==> src/design/tths_pkg.sv <==
// Shared constants and types of the terrain height sampler.
package tths_pkg;

    localparam int MaxCorners = 4096;
    localparam int AddrW      = 12;
    localparam int HeightW    = 16;
    localparam int CoordW     = 16;
    localparam int TileW      = 8;
    localparam int GridW      = 6;
    localparam int StrideW    = GridW + 1;
    localparam int OffW       = TileW + 1;
    localparam int CfgIdxW    = 2;

    // Configuration register indexes.
    localparam logic [CfgIdxW-1:0] CFG_TILE_SIZE   = 2'd0;
    localparam logic [CfgIdxW-1:0] CFG_GRID_WIDTH  = 2'd1;
    localparam logic [CfgIdxW-1:0] CFG_GRID_HEIGHT = 2'd2;

    // Command codes.
    localparam logic CMD_WRITE = 1'b0;
    localparam logic CMD_QUERY = 1'b1;

    // Where a query point falls relative to the grid.
    typedef enum logic [1:0] {
        REG_INSIDE,
        REG_RIGHT,
        REG_TOP,
        REG_CORNER
    } t_region;

    // One classified item passed from the front end to the back end.
    typedef struct packed {
        logic                      is_query;
        logic [AddrW-1:0]          addr;
        logic signed [HeightW-1:0] value;
        t_region                   region;
        logic                      du_top;
        logic                      dv_right;
        logic signed [OffW-1:0]    u;
        logic signed [OffW-1:0]    v;
        logic [TileW-1:0]          ts;
        logic [StrideW-1:0]        stride;
    } t_item;

endpackage

==> src/design/tths_front.sv <==
// Front end: accepts items, divides the query point by the tile size and classifies it.
module tths_front
    import tths_pkg::*;
(
    input  logic                      i_clk,
    input  logic                      i_rst_n,
    input  logic                      push,
    output logic                      full,
    input  logic                      i_command,
    input  logic [AddrW-1:0]          i_corner_addr,
    input  logic signed [HeightW-1:0] i_corner_value,
    input  logic signed [CoordW-1:0]  i_pos_x,
    input  logic signed [CoordW-1:0]  i_pos_y,
    input  logic [TileW-1:0]          i_tile_size,
    input  logic [GridW-1:0]          i_grid_width,
    input  logic [GridW-1:0]          i_grid_height,
    output logic                      o_item_valid,
    output t_item                     o_item,
    input  logic                      i_item_pop
);

    typedef enum logic [2:0] {
        F_IDLE = 3'b001,
        F_DIV  = 3'b010,
        F_PUSH = 3'b100
    } t_fstate;

    t_fstate            r_state, n_state;
    logic [3:0]         r_cnt;
    logic [CoordW-1:0]  r_qx, r_qy;
    logic [TileW-1:0]   r_rx, r_ry;
    logic               r_negx, r_negy;
    logic [TileW-1:0]   r_ts;
    t_item              r_q_mem [2];
    logic               r_q_wp, r_q_rp;
    logic [1:0]         r_q_cnt;

    logic               accept;
    logic               q_push, q_pop;
    t_item              q_data;
    logic [TileW:0]     remx9, remy9;
    logic               gex, gey;
    logic [CoordW-1:0]  ix, iy;
    logic signed [OffW-1:0] ux, uy;
    logic               past_r, past_t;
    logic [GridW-1:0]   col, row;
    logic [StrideW-1:0] stride;
    logic [12:0]        base;
    logic               parity, sel_even, sel_odd;
    logic signed [OffW:0] uv_sum;
    t_item              q_item;

    assign full         = !(r_state == F_IDLE && r_q_cnt != 2'd2);
    assign accept       = push && !full;
    assign o_item_valid = (r_q_cnt != 2'd0);
    assign o_item       = r_q_mem[r_q_rp];
    assign q_pop        = i_item_pop && o_item_valid;

    // One restoring divide step on each coordinate.
    assign remx9 = {r_rx, r_qx[CoordW-1]};
    assign remy9 = {r_ry, r_qy[CoordW-1]};
    assign gex   = (remx9 >= {1'b0, r_ts});
    assign gey   = (remy9 >= {1'b0, r_ts});

    // Classify the query from quotient and remainder.
    always_comb begin
        ix = r_negx ? '0 : r_qx;
        iy = r_negy ? '0 : r_qy;
        if (!r_negx) begin
            ux = $signed({1'b0, r_rx});
        end else if (r_qx != '0) begin
            ux = '0;
        end else begin
            ux = -$signed({1'b0, r_rx});
        end
        if (!r_negy) begin
            uy = $signed({1'b0, r_ry});
        end else if (r_qy != '0) begin
            uy = '0;
        end else begin
            uy = -$signed({1'b0, r_ry});
        end
        past_r = (ix >= {{(CoordW-GridW){1'b0}}, i_grid_width});
        past_t = (iy >= {{(CoordW-GridW){1'b0}}, i_grid_height});
        col    = past_r ? i_grid_width  : ix[GridW-1:0];
        row    = past_t ? i_grid_height : iy[GridW-1:0];
        stride = {1'b0, i_grid_width} + StrideW'(1);
        base   = 13'(row) * 13'(stride) + 13'(col);
        parity = ix[0] ^ iy[0];
        uv_sum = $signed({ux[OffW-1], ux}) + $signed({uy[OffW-1], uy});
        sel_even = (ux > uy);
        sel_odd  = (uv_sum < $signed({2'b00, r_ts}));

        q_item          = '0;
        q_item.is_query = 1'b1;
        q_item.addr     = base[AddrW-1:0];
        q_item.u        = ux;
        q_item.v        = uy;
        q_item.ts       = r_ts;
        q_item.stride   = stride;
        if (past_r && past_t) begin
            q_item.region = REG_CORNER;
        end else if (past_r) begin
            q_item.region = REG_RIGHT;
        end else if (past_t) begin
            q_item.region = REG_TOP;
        end else begin
            q_item.region = REG_INSIDE;
        end
        if (!parity) begin
            q_item.du_top   = !sel_even;
            q_item.dv_right = sel_even;
        end else begin
            q_item.du_top   = !sel_odd;
            q_item.dv_right = !sel_odd;
        end
    end

    // Queue write side: writes go in at accept, queries after the divide.
    always_comb begin
        q_push = 1'b0;
        q_data = q_item;
        if (accept && i_command == CMD_WRITE) begin
            q_push         = 1'b1;
            q_data         = '0;
            q_data.addr    = i_corner_addr;
            q_data.value   = i_corner_value;
        end else if (r_state == F_PUSH) begin
            q_push = 1'b1;
        end
    end

    // Next state of the front sequencer.
    always_comb begin
        n_state = r_state;
        case (r_state)
            F_IDLE: begin
                if (accept && i_command == CMD_QUERY) n_state = F_DIV;
            end
            F_DIV: begin
                if (r_cnt == 4'd15) n_state = F_PUSH;
            end
            F_PUSH:  n_state = F_IDLE;
            default: n_state = F_IDLE;
        endcase
    end

    // Control registers.
    always_ff @(posedge i_clk) begin
        if (!i_rst_n) begin
            r_state <= F_IDLE;
            r_cnt   <= '0;
            r_q_wp  <= 1'b0;
            r_q_rp  <= 1'b0;
            r_q_cnt <= '0;
        end else begin
            r_state <= n_state;
            r_cnt   <= (r_state == F_DIV) ? r_cnt + 4'd1 : 4'd0;
            if (q_push) r_q_wp <= !r_q_wp;
            if (q_pop)  r_q_rp <= !r_q_rp;
            r_q_cnt <= r_q_cnt + 2'(q_push) - 2'(q_pop);
        end
    end

    // Divider datapath and queue storage.
    always_ff @(posedge i_clk) begin
        if (q_push) r_q_mem[r_q_wp] <= q_data;
        if (accept && i_command == CMD_QUERY) begin
            r_negx <= i_pos_x[CoordW-1];
            r_negy <= i_pos_y[CoordW-1];
            r_qx   <= i_pos_x[CoordW-1] ? CoordW'(-i_pos_x) : i_pos_x;
            r_qy   <= i_pos_y[CoordW-1] ? CoordW'(-i_pos_y) : i_pos_y;
            r_rx   <= '0;
            r_ry   <= '0;
            r_ts   <= (i_tile_size == '0) ? TileW'(1) : i_tile_size;
        end else if (r_state == F_DIV) begin
            r_qx <= {r_qx[CoordW-2:0], gex};
            r_qy <= {r_qy[CoordW-2:0], gey};
            r_rx <= gex ? TileW'(remx9 - {1'b0, r_ts}) : remx9[TileW-1:0];
            r_ry <= gey ? TileW'(remy9 - {1'b0, r_ts}) : remy9[TileW-1:0];
        end
    end

endmodule

==> config.mk <==
export PLATFORM = sky130hd
export DESIGN_NAME = tths_front
export DESIGN_NICKNAME = d
export VERILOG_FILES = /design/src/design/tths_pkg.sv /design/src/design/tths_front.sv
export SDC_FILE = /design/constraint.sdc
export NUM_CORES = 1
export LEC_CHECK = 0
export CAP_MARGIN = 5
export CELL_PAD_IN_SITES_DETAIL_PLACEMENT = 2
export CELL_PAD_IN_SITES_GLOBAL_PLACEMENT = 2
export CORE_MARGIN = 2
export CORE_UTILIZATION = 35
export DETAILED_ROUTE_END_ITERATION = 6
export DONT_BUFFER_PORTS = 1
export PLACE_DENSITY_LB_ADDON = 0.1
export SLEW_MARGIN = 10
export SYNTH_ARGS = -nofsm -noshare
export SYNTH_HDL_FRONTEND = slang
export SYNTH_SLANG_ARGS = --single-unit
==> constraint.sdc <==
create_clock -name i_clk -period 7.3 [get_ports i_clk]
set_input_delay 1.46 -clock i_clk [delete_from_list [all_inputs] [get_ports i_clk]]
set_output_delay 1.46 -clock i_clk [all_outputs]
set_load 0.02 [all_outputs]
==> flow_metrics.py, run 1 <==
metrics = {
    "run_status": {
        "outcome": "completed",
    },
    "layout": {
        "seqCellArea_mm2": 0.00579,
        "area_growth_pct": 10.3,
        "stdcell_count": 1628,
        "final.fill_count": 3778,
        "final_cell_area_mm2": 0.0138,
        "layout.nets": 1355,
        "antenna-diode-count": 0,
        "multi_input_area_mm2": 0.00629,
        "final_layout_size_suffix_gt1_frac": 0.143,
        "final_util": 0.390,
    },
    "timing": {
        "finalMaxSlewViolations": 0,
        "period_needed_ns": 6.75,
        "max_freq_mhz": 148,
        "timing.clock.skew_ns": 0.0181,
        "timing_hold_violations_final": 0,
        "final-setup-viol-count": 0,
        "period_share": 0.925,
        "fin_tns_setup_ns": 0,
        "worst_slew_pin_slew_ns": 0.975,
        "relSlewSlack": 0.348,
        "unrepaired_setup_endpoints_after_global_routing": "false",
        "finalWorstSetupSlack_ns": 0.548,
    },
    "synth": {
        "postSynth.asyncResetShare": 0,
        "number_of_enable_flip_flop_cells_after_synthesis": 174,
        "ys_ff_latch": 202,
        "syn-instance-count": 1149,
        "synthesis.nets": 1351,
        "syn-mean-instance-area_um2": 10.9,
        "yosysTopAreaCell": "sky130_fd_sc_hd__edfxtp_1",
        "synth.lib_cells_used.distinct": 67,
        "yosysWarningCount": 0,
        "seq_area_frac_synth": 0.462,
        "synth.area.top_cells": "sky130_fd_sc_hd__edfxtp_1 42%, sky130_fd_sc_hd__ha_1 9.1%, sky130_fd_sc_hd__mux2_2 6.2%",
        "synth_ff_type": "sky130_fd_sc_hd__edfxtp_1",
        "post_synth_instance_area_mm2": 0.0125,
        "netlist.area_leader.share": 0.417,
    },
    "die": {
        "floorplan.core_area_mm2": 0.0354,
        "die_width_um": 193,
        "rows": 69,
        "top_level_ports": 153,
        "fp.dieArea_mm2": 0.0373,
        "chipHeight_um": 193,
        "start_util": 0.354,
    },
    "detailed_routing": {
        "drc": 0,
        "count_of_tritonroute_iterations_in_the_first_routing_pass": 4,
        "drt-total-wl_mm": 34.1,
        "num_vias": 8472,
        "route.antenna.remaining_nets": 0,
        "vias_per_cell": 5.20,
        "wl_per_cell_um": 21.0,
        "first_iter_violations": 285,
    },
    "power_and_ir_drop": {
        "power_switching_share": 0.338,
        "net_switching_power_figure_uw": 1270,
        "leakagePower_uw": 0.00540,
        "vdd_drop_max_mv": 0.195,
        "power_per_cell_area_mw_per_mm2": 272,
        "p_int_uw": 2490,
        "clock_power_share": 0.287,
        "power_frac_comb": 0.324,
        "power_frac_seq": 0.389,
    },
    "clock_tree": {
        "htreeDepth": 1,
        "cts.path.max_buffers": 3,
        "postCtsHoldBufs": 0,
        "tritoncts.num_buffers": 24,
        "clock_sinks": 202,
        "cts_tree": "done",
        "clk-insertion-delay-late_ns": 0.52,
        "clk_pin_slew_ns": 0.06,
        "postCtsResizedCells": 0,
        "post-cts-setup-buffer-count": 0,
        "cts.root.buffer_cell": "sky130_fd_sc_hd__clkbuf_16",
    },
    "placement": {
        "dpl-instance-area_mm2": 0.0131,
        "gp_congestion": 0.784,
        "dp.cells": 1588,
        "dp.final_hpwl_mm": 25.5,
        "place.port_buffers": 0,
        "dp_worst_setup_slack_ns": -0.00379,
    },
    "global_route": {
        "grt_antenna_before_repair": 0,
        "pin_count_of_the_biggest_net_entering_global_routing": 67,
        "first_global_vias": 9243,
        "grt.total_usage": 0.182,
        "grt-ovfl-total": 0,
        "grt_pass1_wl_mm": 53.0,
    },
    "setup_path": {
        "worst_setup_path_class": "primary input to flip-flop",
        "crit_path_start_kind": "primary input",
        "crit_arrival_ns": 6.96,
        "cp_max_fo": 8,
        "endpoint_kind": "flip-flop",
        "worst_endpoint_required_time_ns": 7.51,
    },
    "worst_hold_path": {
        "min_path_type": "flip-flop to flip-flop",
    },
    "run": {
        "maxCapViolations": 0,
    },
}
final timing paths:
| kind | slack, ns | startpoint | to | depth (start not counted) |
|---|---|---|---|---|
| setup reg to reg | 0.71 | r_negy$_DFFE_PP_ | r_q_mem[1][64]$_DFFE_PP_ | 24 |
| hold reg to reg | 0.47 | r_cnt[0]$_SDFF_PN0_ | r_cnt[0]$_SDFF_PN0_ | 1 |
| hold / removal | 0.47 | r_cnt[0]$_SDFF_PN0_ | r_cnt[0]$_SDFF_PN0_ | 1 |
| setup / recovery | 0.55 | i_grid_height[2] | r_q_mem[1][64]$_DFFE_PP_ | 22 |
layer usage:
metal	track usage	vias up	wire length, um
met4	0.0355	0	461
met5	0	-	0
li1	-	4085	-
met3	0.0306	31	1540
met1	0.250	4221	16400
met2	0.305	135	15700
synthesized netlist by cell type, types with 9 or more instances:
| master | number |
|---|---|
| sky130_fd_sc_hd__dfxtp_1 | 28 |
| sky130_fd_sc_hd__edfxtp_1 | 174 |
| sky130_fd_sc_hd__clkbuf_1 | 34 |
| sky130_fd_sc_hd__a21o_1 | 10 |
| sky130_fd_sc_hd__nor2_1 | 84 |
| sky130_fd_sc_hd__or2_2 | 17 |
| sky130_fd_sc_hd__xor2_1 | 32 |
| sky130_fd_sc_hd__o21a_1 | 9 |
| sky130_fd_sc_hd__and2_1 | 31 |
| sky130_fd_sc_hd__mux2_2 | 69 |
| sky130_fd_sc_hd__ha_1 | 91 |
| sky130_fd_sc_hd__nand3_1 | 19 |
| sky130_fd_sc_hd__o31ai_1 | 11 |
| sky130_fd_sc_hd__xnor2_1 | 29 |
| sky130_fd_sc_hd__a21oi_1 | 34 |
| sky130_fd_sc_hd__nor3_1 | 23 |
| sky130_fd_sc_hd__fa_1 | 26 |
| sky130_fd_sc_hd__inv_1 | 80 |
| sky130_fd_sc_hd__nand2_1 | 89 |
| sky130_fd_sc_hd__mux2i_1 | 21 |
| sky130_fd_sc_hd__nor2b_1 | 32 |
| sky130_fd_sc_hd__o21ai_0 | 83 |
| sky130_fd_sc_hd__nand2b_1 | 13 |
sequential cells by signal (all words and copies together), names as in the netlist, named ones only:
signal   count
r_cnt        4
r_negx       1
r_negy       1
r_q_cnt      2
r_q_mem    132
r_q_rp       1
r_q_wp       1
r_qx        16
r_qy        16
r_rx         8
r_ry         8
r_state      3
r_ts         8
power groups by stage:
stage	registers, uW	clock network, uW	logic [uW]
finish	1460	1080	1220
CTS	1470	1110	1250
global route	1470	1160	1360
floorplan	1470	0	928
global placement	1480	0	1200
detailed placement	1490	0	1240
cells by family after synthesis:
kind of cell | after synthesis | share of synthesized area
DFF | 202 | 0.462
muxes | 90 | 0.0788
xor gates and xnor gates | 61 | 0.0427
buffers and inverters | 124 | 0.0377
and+or+nand+nor | 354 | 0.144
AOI/OAI and AO/OA | 201 | 0.103
adders and majority gates | 117 | 0.133
stage by stage:
stage | power, uW | hold slack [ns]
after detailed placement | 2720 | 0.451
after floorplan | 2400 | 0.418
after global routing | 4000 | 0.532
after CTS | 3830 | 0.474
after global placement | 2680 | 0.436
final | 3760 | 0.471
critical path, stage by stage:
cell	delay (ns)
sky130_fd_sc_hd__inv_1	0.02
sky130_fd_sc_hd__ha_1	0.30
sky130_fd_sc_hd__a21oi_1	0.13
sky130_fd_sc_hd__o21ai_0	0.16
sky130_fd_sc_hd__a211oi_4	0.48
sky130_fd_sc_hd__mux2i_1	0.18
sky130_fd_sc_hd__or2_2	0.33
sky130_fd_sc_hd__fa_1	0.48
sky130_fd_sc_hd__fa_1	0.55
sky130_fd_sc_hd__inv_1	0.06
sky130_fd_sc_hd__fa_1	0.52
sky130_fd_sc_hd__inv_1	0.06
sky130_fd_sc_hd__fa_1	0.54
sky130_fd_sc_hd__inv_1	0.05
sky130_fd_sc_hd__ha_1	0.33
sky130_fd_sc_hd__o21ai_0	0.09
sky130_fd_sc_hd__nor2_1	0.08
sky130_fd_sc_hd__o41ai_1	0.49
sky130_fd_sc_hd__a21oi_1	0.16
sky130_fd_sc_hd__xnor2_1	0.24
sky130_fd_sc_hd__xnor2_1	0.14
sky130_fd_sc_hd__a21oi_1	0.10
final cells by class:
type,instances,share of cell area
multi-input combinational,823,0.456
sequential,202,0.419
clock buffer,28,0.0461
tap,461,0.0418
inverter,82,0.0223
timing repair buffer,20,0.0109
clock inverter,12,0.00444
layout by cell type, fill, tap and decap left out, types with 31 or more instances in the layout:
cell,Yosys,layout
sky130_fd_sc_hd__edfxtp_1,174,174
sky130_fd_sc_hd__xor2_1,32,32
sky130_fd_sc_hd__inv_1,80,80
sky130_fd_sc_hd__mux2_2,69,69
sky130_fd_sc_hd__nor2b_1,32,31
sky130_fd_sc_hd__nor2_1,84,82
sky130_fd_sc_hd__o21ai_0,83,83
sky130_fd_sc_hd__nand2_1,89,89
sky130_fd_sc_hd__and2_1,31,31
sky130_fd_sc_hd__a21oi_1,34,34
sky130_fd_sc_hd__ha_1,91,91
Note: power is estimated with default switching activity, not from simulation.
==> run 2, diff against run 1 <==
- CORE_MARGIN: 2 -> not set
==> flow_metrics.py, run 2 (synthesis results as in run 1) <==
metrics = {
    "power_and_ir_drop": {
        "totalPowerFinal_uw": 3780,
        "vdd_drop_max_mv": 0.142,
        "power_per_cell_area_mw_per_mm2": 274,
        "leakagePower_uw": 0.00540,
    },
    "layout": {
        "antenna-diode-count": 0,
        "mostFrequentLayoutCell": "sky130_fd_sc_hd__edfxtp_1",
        "top_register_by_number_of_flip_flops": "r_q_mem",
        "layout.nets": 1353,
        "final_cell_area_mm2": 0.0138,
        "final_layout_size_suffix_gt1_frac": 0.138,
        "area_growth_pct": 10.2,
        "mostFrequentLayoutCells": "174 x sky130_fd_sc_hd__edfxtp_1, 91 x sky130_fd_sc_hd__ha_1, 89 x sky130_fd_sc_hd__nand2_1, 83 x sky130_fd_sc_hd__o21ai_0, 82 x sky130_fd_sc_hd__nor2_1",
        "final.fill_count": 3663,
        "largest_reg_flops": 132,
        "top_regs": "r_q_mem (132), r_qx (16), r_qy (16)",
    },
    "placement": {
        "place.port_buffers": 0,
        "gp_congestion": 0.802,
        "dp.final_hpwl_mm": 25.3,
        "dpl-instance-area_mm2": 0.0131,
    },
    "setup_path": {
        "worst_endpoint_required_time_ns": 7.52,
        "timing.critical_path.cells": "inv_1 > ha_1 > a21oi_1 > o21ai_0 > a211oi_4 > buf_4 > mux2i_1 > or2_2 > fa_1 > fa_1 > inv_1 > fa_1 > inv_1 > fa_1 > inv_1 > ha_1 > o21ai_0 > nor2_1 > o41ai_1 > a21oi_1 > xnor2_1 > xnor2_1 > a21oi_1",
        "ff2ff_setup_slack_ns": 0.76,
        "cp-endpoint": "r_q_mem[0][64]$_DFFE_PP_",
        "cp_launch_point": "i_grid_height[2]",
        "crit_path_start_kind": "primary input",
        "crit_arrival_ns": 6.84,
        "cp_max_fo": 9,
        "endpoint_kind": "flip-flop",
        "timing.rr.end": "r_q_mem[0][64]$_DFFE_PP_",
        "slowest_stage": "sky130_fd_sc_hd__fa_1",
        "worst_setup_path_class": "primary input to flip-flop",
        "regToRegStartpoint": "r_negy$_DFFE_PP_",
        "critical_path.max_stage_delay_ns": 0.55,
        "worst_r2r_path_depth": 24,
    },
    "detailed_routing": {
        "route.antenna.remaining_nets": 0,
        "wl_per_cell_um": 20.9,
        "first_iter_violations": 249,
        "drc": 0,
        "drt-total-wl_mm": 33.9,
        "num_vias": 8502,
        "count_of_tritonroute_iterations_in_the_first_routing_pass": 4,
        "vias_per_cell": 5.24,
    },
    "clock_tree": {
        "cts.path.max_buffers": 3,
        "clk-insertion-delay-late_ns": 0.54,
        "htreeDepth": 1,
        "cts.root.buffer_cell": "sky130_fd_sc_hd__clkbuf_16",
        "clk_pin_slew_ns": 0.06,
        "cts_tree": "done",
        "tritoncts.num_buffers": 24,
        "postCtsHoldBufs": 0,
        "postCtsResizedCells": 0,
        "clock_sinks": 202,
        "post-cts-setup-buffer-count": 0,
    },
    "timing": {
        "timing_hold_violations_final": 0,
        "max_freq_mhz": 151,
        "final-setup-viol-count": 0,
        "fin_tns_setup_ns": 0,
        "timing.clock.skew_ns": 0.0291,
        "period_needed_ns": 6.62,
        "period_share": 0.907,
        "unrepaired_setup_endpoints_after_global_routing": "false",
        "finalHoldWorstSlack_ns": 0.452,
        "worst_slew_pin_slew_ns": 0.972,
        "relSlewSlack": 0.350,
        "finalMaxSlewViolations": 0,
    },
    "die": {
        "fp.dieArea_mm2": 0.0365,
        "rows": 68,
        "top_level_ports": 153,
        "floorplan.core_area_mm2": 0.0349,
        "chipHeight_um": 191,
        "die_width_um": 191,
        "start_util": 0.359,
    },
    "global_route": {
        "first_global_vias": 9374,
        "grt.total_usage": 0.188,
        "grt_antenna_before_repair": 0,
        "grt-ovfl-total": 0,
        "pin_count_of_the_biggest_net_entering_global_routing": 67,
        "grt_pass1_wl_mm": 53.3,
    },
    "worst_hold_path": {
        "min_path_type": "flip-flop to flip-flop",
        "hold_depth": 1,
    },
    "run": {
        "maxCapViolations": 0,
    },
    "run_status": {
        "outcome": "completed",
    },
}
run 2: power breakdown:
part / total, uW / internal [uW] / switching, uW
logic: 1200 / 444 / 760
clock network: 1110 / 652 / 462
registers: 1470 / 1420 / 42.4
run 2: routing by layer:
layer  GRT usage  up-vias  wire length [um]
met5           0        -                 0
li1            -     4081                 -
met1       0.251     4230             16000
met3      0.0294       39              1600
met4      0.0406        0               548
met2       0.320      152             15800
run 2: worst max-delay path, delay by kind of cell:
family | cells | cell delay [ns]
xor+xnor | 2 | 0.38
compound gates | 7 | 1.37
fa+ha+maj | 6 | 2.73
simple gates | 2 | 0.40
mux | 1 | 0.10
buf+inv | 5 | 0.39
run 2: layout make-up:
type / instances / area [um2] / share of cell area
clock buffers: 31 / 648 / 0.0470
clock inverters: 10 / 65.1 / 0.00471
inverters: 82 / 308 / 0.0223
multi-input cells: 823 / 6290 / 0.456
flip-flops and latches: 202 / 5790 / 0.419
well taps: 455 / 569 / 0.0412
repair buffers: 18 / 135 / 0.00979
run 2: how the worst min path moves through the flow:
| stage | startpoint | slack [ns] | end |
|---|---|---|---|
| after floorplan | r_cnt[0]$_SDFF_PN0_ | 0.42 | r_cnt[0]$_SDFF_PN0_ |
| after CTS | r_cnt[0]$_SDFF_PN0_ | 0.46 | r_cnt[0]$_SDFF_PN0_ |
| after global placement | r_cnt[0]$_SDFF_PN0_ | 0.44 | r_cnt[0]$_SDFF_PN0_ |
| after detailed placement | r_cnt[0]$_SDFF_PN0_ | 0.44 | r_cnt[0]$_SDFF_PN0_ |
| final | r_cnt[0]$_SDFF_PN0_ | 0.45 | r_cnt[0]$_SDFF_PN0_ |
| after global routing | r_cnt[0]$_SDFF_PN0_ | 0.48 | r_cnt[0]$_SDFF_PN0_ |
run 2: per-stage QoR:
step / instances / util / setup WS (ns)
final: 1621 / 0.396 / 0.682
after floorplan: 1149 / - / 0.468
after global routing: 1621 / 0.396 / 0.265
after CTS: 1621 / 0.396 / 0.658
after detailed placement: 1580 / 0.375 / 0.127
after global placement: 1580 / 0.375 / 0.350
